### config.mk
export PLATFORM = sky130hd
export DESIGN_NAME = prime_test_and_list_top
export DESIGN_NICKNAME = d
export VERILOG_FILES = /design/src/hw/rtl/ptl_pkg.sv /design/src/hw/rtl/prime_test_and_list_top.sv /design/src/hw/rtl/ptl_mod_unit.sv /design/src/hw/rtl/ptl_ctrl.sv
export SDC_FILE = /design/constraint.sdc
export NUM_CORES = 1
export LEC_CHECK = 0
export ABC_AREA = 0
export BUFFER_PORTS_ARGS = -buffer_cell sky130_fd_sc_hd__buf_2
export CORE_MARGIN = 8
export CORE_UTILIZATION = 25
export DETAILED_ROUTE_END_ITERATION = 8
export GPL_ROUTABILITY_DRIVEN = 0
export PLACE_DENSITY = 0.49
export SYNTH_ARGS = -nofsm -noshare
export SYNTH_HDL_FRONTEND = slang
export SYNTH_SLANG_ARGS = --single-unit
### constraint.sdc
create_clock -name clk -period 2.9 [get_ports clk]
set_input_delay 0.145 -clock clk [delete_from_list [all_inputs] [get_ports clk]]
set_output_delay 0.145 -clock clk [all_outputs]
set_load 0.005 [all_outputs]
### src/hw/rtl/ptl_pkg.sv
`timescale 1ns / 1ps
package ptl_pkg;

	// default and ceiling for the working width of the value
	localparam int VALUE_WIDTH_DEF = 8;
	// fixed widths of the request and result fields
	localparam int VALUE_FIELD_W   = 8;
	localparam int NUMBER_FIELD_W  = 8;

	// command codes
	localparam logic CMD_TEST = 1'b0;
	localparam logic CMD_LIST = 1'b1;

	// divisor count at which a number is prime
	localparam logic [1:0] PRIME_DIV_COUNT = 2'd2;
	localparam logic [1:0] DIV_COUNT_SAT   = 2'd3;

	// controller to remainder unit
	typedef struct packed {
		logic start;
	} ptl_mod_req_t;

	// remainder unit to controller
	typedef struct packed {
		logic busy;
		logic done;
		logic rem_zero;
	} ptl_mod_rsp_t;

	typedef enum logic [4:0] {
		ST_IDLE  = 5'b00001,
		ST_CHECK = 5'b00010,
		ST_WAIT  = 5'b00100,
		ST_EVAL  = 5'b01000,
		ST_FINAL = 5'b10000
	} ptl_state_t;

endpackage

### src/hw/rtl/prime_test_and_list_top.sv
`timescale 1ns / 1ps
// channel  | handshake             | payload
// request  | in_valid / in_ready   | cmd, value
// result   | out_valid / out_ready | number, prime_flag, last
//
// Test of n: each divisor d in 1..n is tried in turn on the shared remainder
// unit, and n is prime when exactly two of them leave no remainder.
// Listing up to n: each candidate p in 1..n is tested the same way.
// Reset (arst_n low) returns the sequencer to idle and drops out_valid.
// A stalled result holds the sequencer before the next result is loaded.
// in_ready is high only while idle; one request is worked at a time.
module prime_test_and_list_top import ptl_pkg::*; #(
	parameter int VALUE_WIDTH = VALUE_WIDTH_DEF
) (
	input  logic                      clk,
	input  logic                      arst_n,
	input  logic                      in_valid,
	output logic                      in_ready,
	input  logic                      cmd,
	input  logic [VALUE_FIELD_W-1:0]  value,
	output logic                      out_valid,
	input  logic                      out_ready,
	output logic [NUMBER_FIELD_W-1:0] number,
	output logic                      prime_flag,
	output logic                      last
);

	ptl_mod_req_t           mod_req;
	ptl_mod_rsp_t           mod_rsp;
	logic [VALUE_WIDTH-1:0] mod_dividend;
	logic [VALUE_WIDTH-1:0] mod_divisor;

	// sequencer: walks candidates and divisors, counts exact divisors,
	// holds back one found prime so the last one can be marked
	ptl_ctrl #(
		.VALUE_WIDTH(VALUE_WIDTH)
	) u_ctrl (
		.clk          (clk),
		.arst_n       (arst_n),
		.in_valid     (in_valid),
		.in_ready     (in_ready),
		.cmd          (cmd),
		.value        (value),
		.out_valid    (out_valid),
		.out_ready    (out_ready),
		.number       (number),
		.prime_flag   (prime_flag),
		.last         (last),
		.mod_req      (mod_req),
		.mod_dividend (mod_dividend),
		.mod_divisor  (mod_divisor),
		.mod_rsp      (mod_rsp)
	);

	// shared bit-serial remainder unit
	ptl_mod_unit #(
		.VALUE_WIDTH(VALUE_WIDTH)
	) u_mod (
		.clk      (clk),
		.arst_n   (arst_n),
		.req      (mod_req),
		.dividend (mod_dividend),
		.divisor  (mod_divisor),
		.rsp      (mod_rsp)
	);

endmodule

### src/hw/rtl/ptl_mod_unit.sv
`timescale 1ns / 1ps
module ptl_mod_unit import ptl_pkg::*; #(
	parameter int VALUE_WIDTH = VALUE_WIDTH_DEF
) (
	input  logic                   clk,
	input  logic                   arst_n,
	input  ptl_mod_req_t           req,
	input  logic [VALUE_WIDTH-1:0] dividend,
	input  logic [VALUE_WIDTH-1:0] divisor,
	output ptl_mod_rsp_t           rsp
);

	localparam int CNT_W = $clog2(VALUE_WIDTH + 1);

	logic [VALUE_WIDTH-1:0] rem_q;
	logic [VALUE_WIDTH-1:0] sh_q;
	logic [VALUE_WIDTH-1:0] div_q;
	logic [CNT_W-1:0]       cnt_q;
	logic                   busy_q;
	logic                   done_q;
	logic [VALUE_WIDTH:0]   trial;
	logic [VALUE_WIDTH:0]   diff;

	// restoring remainder, one dividend bit per cycle
	assign trial = {rem_q, sh_q[VALUE_WIDTH-1]};
	assign diff  = trial - {1'b0, div_q};

	always_ff @(posedge clk or negedge arst_n) begin
		if (!arst_n) begin
			busy_q <= 1'b0;
			done_q <= 1'b0;
			cnt_q  <= '0;
		end else if (req.start) begin
			busy_q <= 1'b1;
			done_q <= 1'b0;
			cnt_q  <= CNT_W'(VALUE_WIDTH);
		end else if (busy_q) begin
			cnt_q <= cnt_q - 1'b1;
			if (cnt_q == CNT_W'(1)) begin
				busy_q <= 1'b0;
				done_q <= 1'b1;
			end
		end else begin
			done_q <= 1'b0;
		end
	end

	always_ff @(posedge clk) begin
		if (req.start) begin
			rem_q <= '0;
			sh_q  <= dividend;
			div_q <= divisor;
		end else if (busy_q) begin
			sh_q <= {sh_q[VALUE_WIDTH-2:0], 1'b0};
			if (!diff[VALUE_WIDTH]) begin
				rem_q <= diff[VALUE_WIDTH-1:0];
			end else begin
				rem_q <= trial[VALUE_WIDTH-1:0];
			end
		end
	end

	assign rsp.busy     = busy_q;
	assign rsp.done     = done_q;
	assign rsp.rem_zero = (rem_q == '0);

	a_no_start_busy: assert property (@(posedge clk) disable iff (!arst_n)
		req.start |-> !busy_q)
		else $error("remainder unit restarted while busy");

	a_done_follows: assert property (@(posedge clk) disable iff (!arst_n)
		(busy_q && !req.start && cnt_q == CNT_W'(1)) |=> (done_q && !busy_q))
		else $error("remainder unit missed its done pulse");

	a_rem_below_div: assert property (@(posedge clk) disable iff (!arst_n)
		(done_q && div_q != '0) |-> (rem_q < div_q))
		else $error("remainder not below divisor");

endmodule

### src/hw/rtl/ptl_ctrl.sv
`timescale 1ns / 1ps
module ptl_ctrl import ptl_pkg::*; #(
	parameter int VALUE_WIDTH = VALUE_WIDTH_DEF
) (
	input  logic                      clk,
	input  logic                      arst_n,
	input  logic                      in_valid,
	output logic                      in_ready,
	input  logic                      cmd,
	input  logic [VALUE_FIELD_W-1:0]  value,
	output logic                      out_valid,
	input  logic                      out_ready,
	output logic [NUMBER_FIELD_W-1:0] number,
	output logic                      prime_flag,
	output logic                      last,
	output ptl_mod_req_t              mod_req,
	output logic [VALUE_WIDTH-1:0]    mod_dividend,
	output logic [VALUE_WIDTH-1:0]    mod_divisor,
	input  ptl_mod_rsp_t              mod_rsp
);

	ptl_state_t             state_q;
	logic                   cmd_q;
	logic [VALUE_WIDTH-1:0] n_q;
	logic [VALUE_WIDTH-1:0] p_q;
	logic [VALUE_WIDTH:0]   d_q;
	logic [1:0]             cnt_q;
	logic                   have_pend_q;
	logic [VALUE_WIDTH-1:0] pend_q;
	logic                   out_valid_q;
	logic [VALUE_WIDTH-1:0] number_q;
	logic                   prime_q;
	logic                   last_q;

	logic [VALUE_WIDTH-1:0] val_in;
	logic                   slot_free;
	logic                   d_past_p;
	logic                   two_divisors;

	assign val_in       = value[VALUE_WIDTH-1:0];
	assign slot_free    = !out_valid_q || out_ready;
	assign d_past_p     = d_q > {1'b0, p_q};
	assign two_divisors = (cnt_q == PRIME_DIV_COUNT);

	assign in_ready      = (state_q == ST_IDLE);
	assign mod_req.start = (state_q == ST_CHECK) && !d_past_p;
	assign mod_dividend  = p_q;
	assign mod_divisor   = d_q[VALUE_WIDTH-1:0];

	always_ff @(posedge clk or negedge arst_n) begin
		if (!arst_n) begin
			state_q     <= ST_IDLE;
			out_valid_q <= 1'b0;
		end else begin
			if (out_ready) begin
				out_valid_q <= 1'b0;
			end
			case (state_q)
				ST_IDLE: begin
					if (in_valid) begin
						if (cmd == CMD_LIST && val_in == '0) begin
							state_q <= ST_FINAL;
						end else begin
							state_q <= ST_CHECK;
						end
					end
				end
				ST_CHECK: begin
					if (d_past_p) begin
						state_q <= ST_EVAL;
					end else begin
						state_q <= ST_WAIT;
					end
				end
				ST_WAIT: begin
					if (mod_rsp.done) begin
						state_q <= ST_CHECK;
					end
				end
				ST_EVAL: begin
					if (slot_free) begin
						if (cmd_q == CMD_TEST) begin
							out_valid_q <= 1'b1;
							state_q     <= ST_IDLE;
						end else begin
							if (two_divisors && have_pend_q) begin
								out_valid_q <= 1'b1;
							end
							if (p_q == n_q) begin
								state_q <= ST_FINAL;
							end else begin
								state_q <= ST_CHECK;
							end
						end
					end
				end
				ST_FINAL: begin
					if (slot_free) begin
						out_valid_q <= 1'b1;
						state_q     <= ST_IDLE;
					end
				end
				default: begin
					state_q <= ST_IDLE;
				end
			endcase
		end
	end

	// working registers
	always_ff @(posedge clk) begin
		case (state_q)
			ST_IDLE: begin
				cmd_q       <= cmd;
				n_q         <= val_in;
				p_q         <= (cmd == CMD_TEST) ? val_in : VALUE_WIDTH'(1);
				d_q         <= (VALUE_WIDTH+1)'(1);
				cnt_q       <= '0;
				have_pend_q <= 1'b0;
			end
			ST_WAIT: begin
				if (mod_rsp.done) begin
					d_q <= d_q + 1'b1;
					if (mod_rsp.rem_zero && cnt_q != DIV_COUNT_SAT) begin
						cnt_q <= cnt_q + 1'b1;
					end
				end
			end
			ST_EVAL: begin
				if (slot_free) begin
					if (cmd_q == CMD_TEST) begin
						number_q <= p_q;
						prime_q  <= two_divisors;
						last_q   <= 1'b1;
					end else begin
						if (two_divisors) begin
							// earlier prime is now known not to be the last
							if (have_pend_q) begin
								number_q <= pend_q;
								prime_q  <= 1'b1;
								last_q   <= 1'b0;
							end
							pend_q      <= p_q;
							have_pend_q <= 1'b1;
						end
						p_q   <= p_q + 1'b1;
						d_q   <= (VALUE_WIDTH+1)'(1);
						cnt_q <= '0;
					end
				end
			end
			ST_FINAL: begin
				if (slot_free) begin
					number_q <= have_pend_q ? pend_q : '0;
					prime_q  <= have_pend_q;
					last_q   <= 1'b1;
				end
			end
			default: begin
			end
		endcase
	end

	assign out_valid  = out_valid_q;
	assign number     = NUMBER_FIELD_W'(number_q);
	assign prime_flag = prime_q;
	assign last       = last_q;

endmodule

==> impl_metrics.tcl <==
set metrics [dict create \
    leakage_nw 1.975 \
    irDropWorstVdd_v 0.0004115 \
    detail-route-antenna-nets 0 \
    maxSlewViolCount 0 \
    clk_latency_ns 0.34 \
    min_period_ns 2.589 \
    grt_pass1_wl_mm 15.00 \
    wire_per_inst_um 14.24 \
    muxShareOfSynthArea 0.03860 \
    via_per_inst 4.518 \
    status "finished clean" \
    worstPathMaxFanout 11 \
    synth_edf_count 63 \
    required_ns 2.99 \
    synthCells 365 \
    yosys.area_share.simple 0.1444 \
    grt_usage 0.08733 \
    design.core.area_mm2 0.01700 \
    diodes 0 \
    synthDominantCellAreaShare 0.4421 \
    hold_viol_final 0 \
    final_util 0.2976 \
    drive_gt1_frac 0.1845 \
    syn_area_mm2 0.004279 \
    num_rows 48 \
    synth_top_family_by_area "simple AND/OR/NAND/NOR gates" \
    pwr_density_cell_mw_per_mm2 1095 \
    worst_ep_arrival_time_ns 2.68 \
    finalSetupViolCount 0 \
    clk_root_buffer_cell "clkbuf_16" \
    async_reset_ff_frac 0.1446 \
    initial_core_util 0.2518 \
    synth-xor-area-share 0.06345 \
    rsz0062_at_grt "false" \
    synth_most_common_cell "edfxtp_1" \
    io_buffers 24 \
    cts_buffer_depth 2 \
    yosys_most_used_dff "edfxtp_1" \
    synth_compound_area_frac 0.1003 \
    max-cap-violations 0 \
    nFillCells 1729 \
    finalNetCount 443 \
    clock_skew_ns 0.008322 \
    worstSetupPathType "reg2reg" \
    cp-start-kind "register" \
    ys_ff_latch 83 \
    tightest_slew_ns 0.5640 \
    yosysUniqueCellTypes 52 \
    critPathCaptureType "register" \
    first_global_vias 2874 \
    syn_nets 401 \
    synthAdderAreaFrac 0.06901 \
    clk_pin_slew_ns 0.07 \
    cts_tree "yes" \
    cts_sinks 83 \
    synth_area_leaders "edfxtp_1 44%, dfrtp_1 6.4%, ha_1 6.4%" \
    total_power_mw 5.540 \
    final_area_mm2 0.005059 \
    gr-total-overflow 0 \
    drt_iter0_drc 175 \
    synth.yosys.seq_area_share 0.5500 \
    setup_tns_ns 0 \
    area_delta_synth_final_pct 18.22 \
    syn_area_per_cell_um2 11.72 \
    synth_top_cell_by_area "edfxtp_1" \
    synth_common_cells "63 x edfxtp_1, 35 x nor2_1, 28 x inv_1" \
    antenna_found_initial 0 \
    max_freq_mhz 386.3 \
    die_w_um 146.8 \
    hold_path_class "in2reg" \
    yosysWarnings 0 \
    htreeDepth 3 \
    dpl.hpwl_mm 6.661 \
    vias 2878 \
    die_area_mm2 0.02156 \
    ios 25 \
    drc 0 \
    numCtsBuffers 9 \
    routed_wl_mm 9.068 \
    postPlaceCellArea_mm2 0.004762 \
    grt_max_degree 20 \
    maxSlewHeadroom 0.6226 \
    finalCritPeriodShare 0.8927 \
    drtPass1Iterations 5 \
    die_h_um 146.8 \
]
[critical path: stages, from the launching register on]
cell      delay (ns)
edfxtp_1        0.47
inv_1           0.12
ha_1            0.32
and3_1          0.16
o21a_1          0.10
o31ai_1         0.18
a21bo_1         0.17
nor2b_2         0.42
mux2_2          0.39
[placed cells by master (no fill, tap or decap), types with 8 or more instances in the layout]
| master | Yosys | final |
|---|---|---|
| edfxtp_1 | 63 | 63 |
| nor2_1 | 35 | 35 |
| inv_1 | 28 | 28 |
| xnor2_1 | 24 | 24 |
| buf_2 | 3 | 24 |
| ha_1 | 22 | 22 |
| buf_4 | 0 | 16 |
| nand2_1 | 15 | 15 |
| o21ai_0 | 13 | 13 |
| nand3_1 | 11 | 11 |
| nand3b_1 | 11 | 11 |
| dfrtp_1 | 11 | 11 |
| clkbuf_16 | 0 | 9 |
| a22o_1 | 8 | 8 |
| dfxtp_1 | 8 | 8 |
[registers in the layout, summed over array words and instances (netlist names)]
name / flops
u_ctrl.cmd_q: 1
u_ctrl.cnt_q: 2
u_ctrl.d_q: 9
u_ctrl.have_pend_q: 1
u_ctrl.last: 1
u_ctrl.mod_dividend: 8
u_ctrl.n_q: 8
u_ctrl.number: 8
u_ctrl.out_valid: 1
u_ctrl.pend_q: 8
u_ctrl.prime_flag: 1
u_ctrl.state_q: 5
u_mod.busy_q: 1
u_mod.cnt_q: 4
u_mod.div_q: 8
u_mod.done_q: 1
u_mod.rem_q: 8
u_mod.sh_q: 8
[cell type report]
type                       count  area, um2  share of cell area
clock buffer                   9      225.2             0.04452
clock inverter                 7      61.31             0.01212
inverter                      28      105.1             0.02078
multi-input combinational    244       1782              0.3522
sequential                    83       2354              0.4652
tap                          225      281.5             0.05565
timing repair buffer          41      250.2             0.04947
[kinds of logic after synthesis]
logic type | Yosys count
AND/OR/NAND/NOR | 116
AO/OA/AOI/OAI | 59
adder cells (fa/ha/maj) | 23
multiplexers | 15
XOR/XNOR | 31
flip-flops | 83
buffers and inverters | 38
[metal layers]
layer / global-route usage / wire, um
met1: 0.1139 / 4558
met2: 0.1387 / 4191
met3: 0.01907 / 193
met4: 0.03297 / 125
met5: 0 / 0
[per-stage QoR]
| step | cells | worst slack (ns) | hold WS [ns] |
|---|---|---|---|
| finish | 637 | 0.3113 | 0.02395 |
| global route | 637 | 0.05004 | 0.01122 |
| CTS | 637 | 0.2876 | 0.007249 |
| detailed placement | 620 | 0.3097 | 0.04855 |
| global placement | 620 | 0.3677 | 0.04462 |
| floorplan | 365 | 0.3877 | -0.1506 |
[final timing paths]
kind	startpoint	to	slack (ns)	cells after the start
setup reg to reg	u_ctrl.mod_dividend[3]	u_mod.sh_q[2]	0.31	8
hold reg to reg	u_mod.done_q	u_ctrl.state_q[2]	0.53	1
setup / recovery	u_ctrl.mod_dividend[3]	u_mod.sh_q[2]	0.31	8
hold / removal	value[5]	u_ctrl.n_q[5]	0.02	1
min in group asynchronous	arst_n	u_ctrl.out_valid	0.24	2
max in group asynchronous	arst_n	u_ctrl.state_q[0]	2.39	2
[power by group]
group          switching, mW  internal [mW]
registers              0.313           1.84
clock network          0.495          0.593
logic                   1.25           1.05
[what timing repair did]
action,4_1_cts,5_1_grt
hold buffers,1,0
endpoints found under the hold margin,12,0
gates resized for setup,0,0
buffers inserted,0,0
Note: power is estimated with default switching activity, not from simulation.
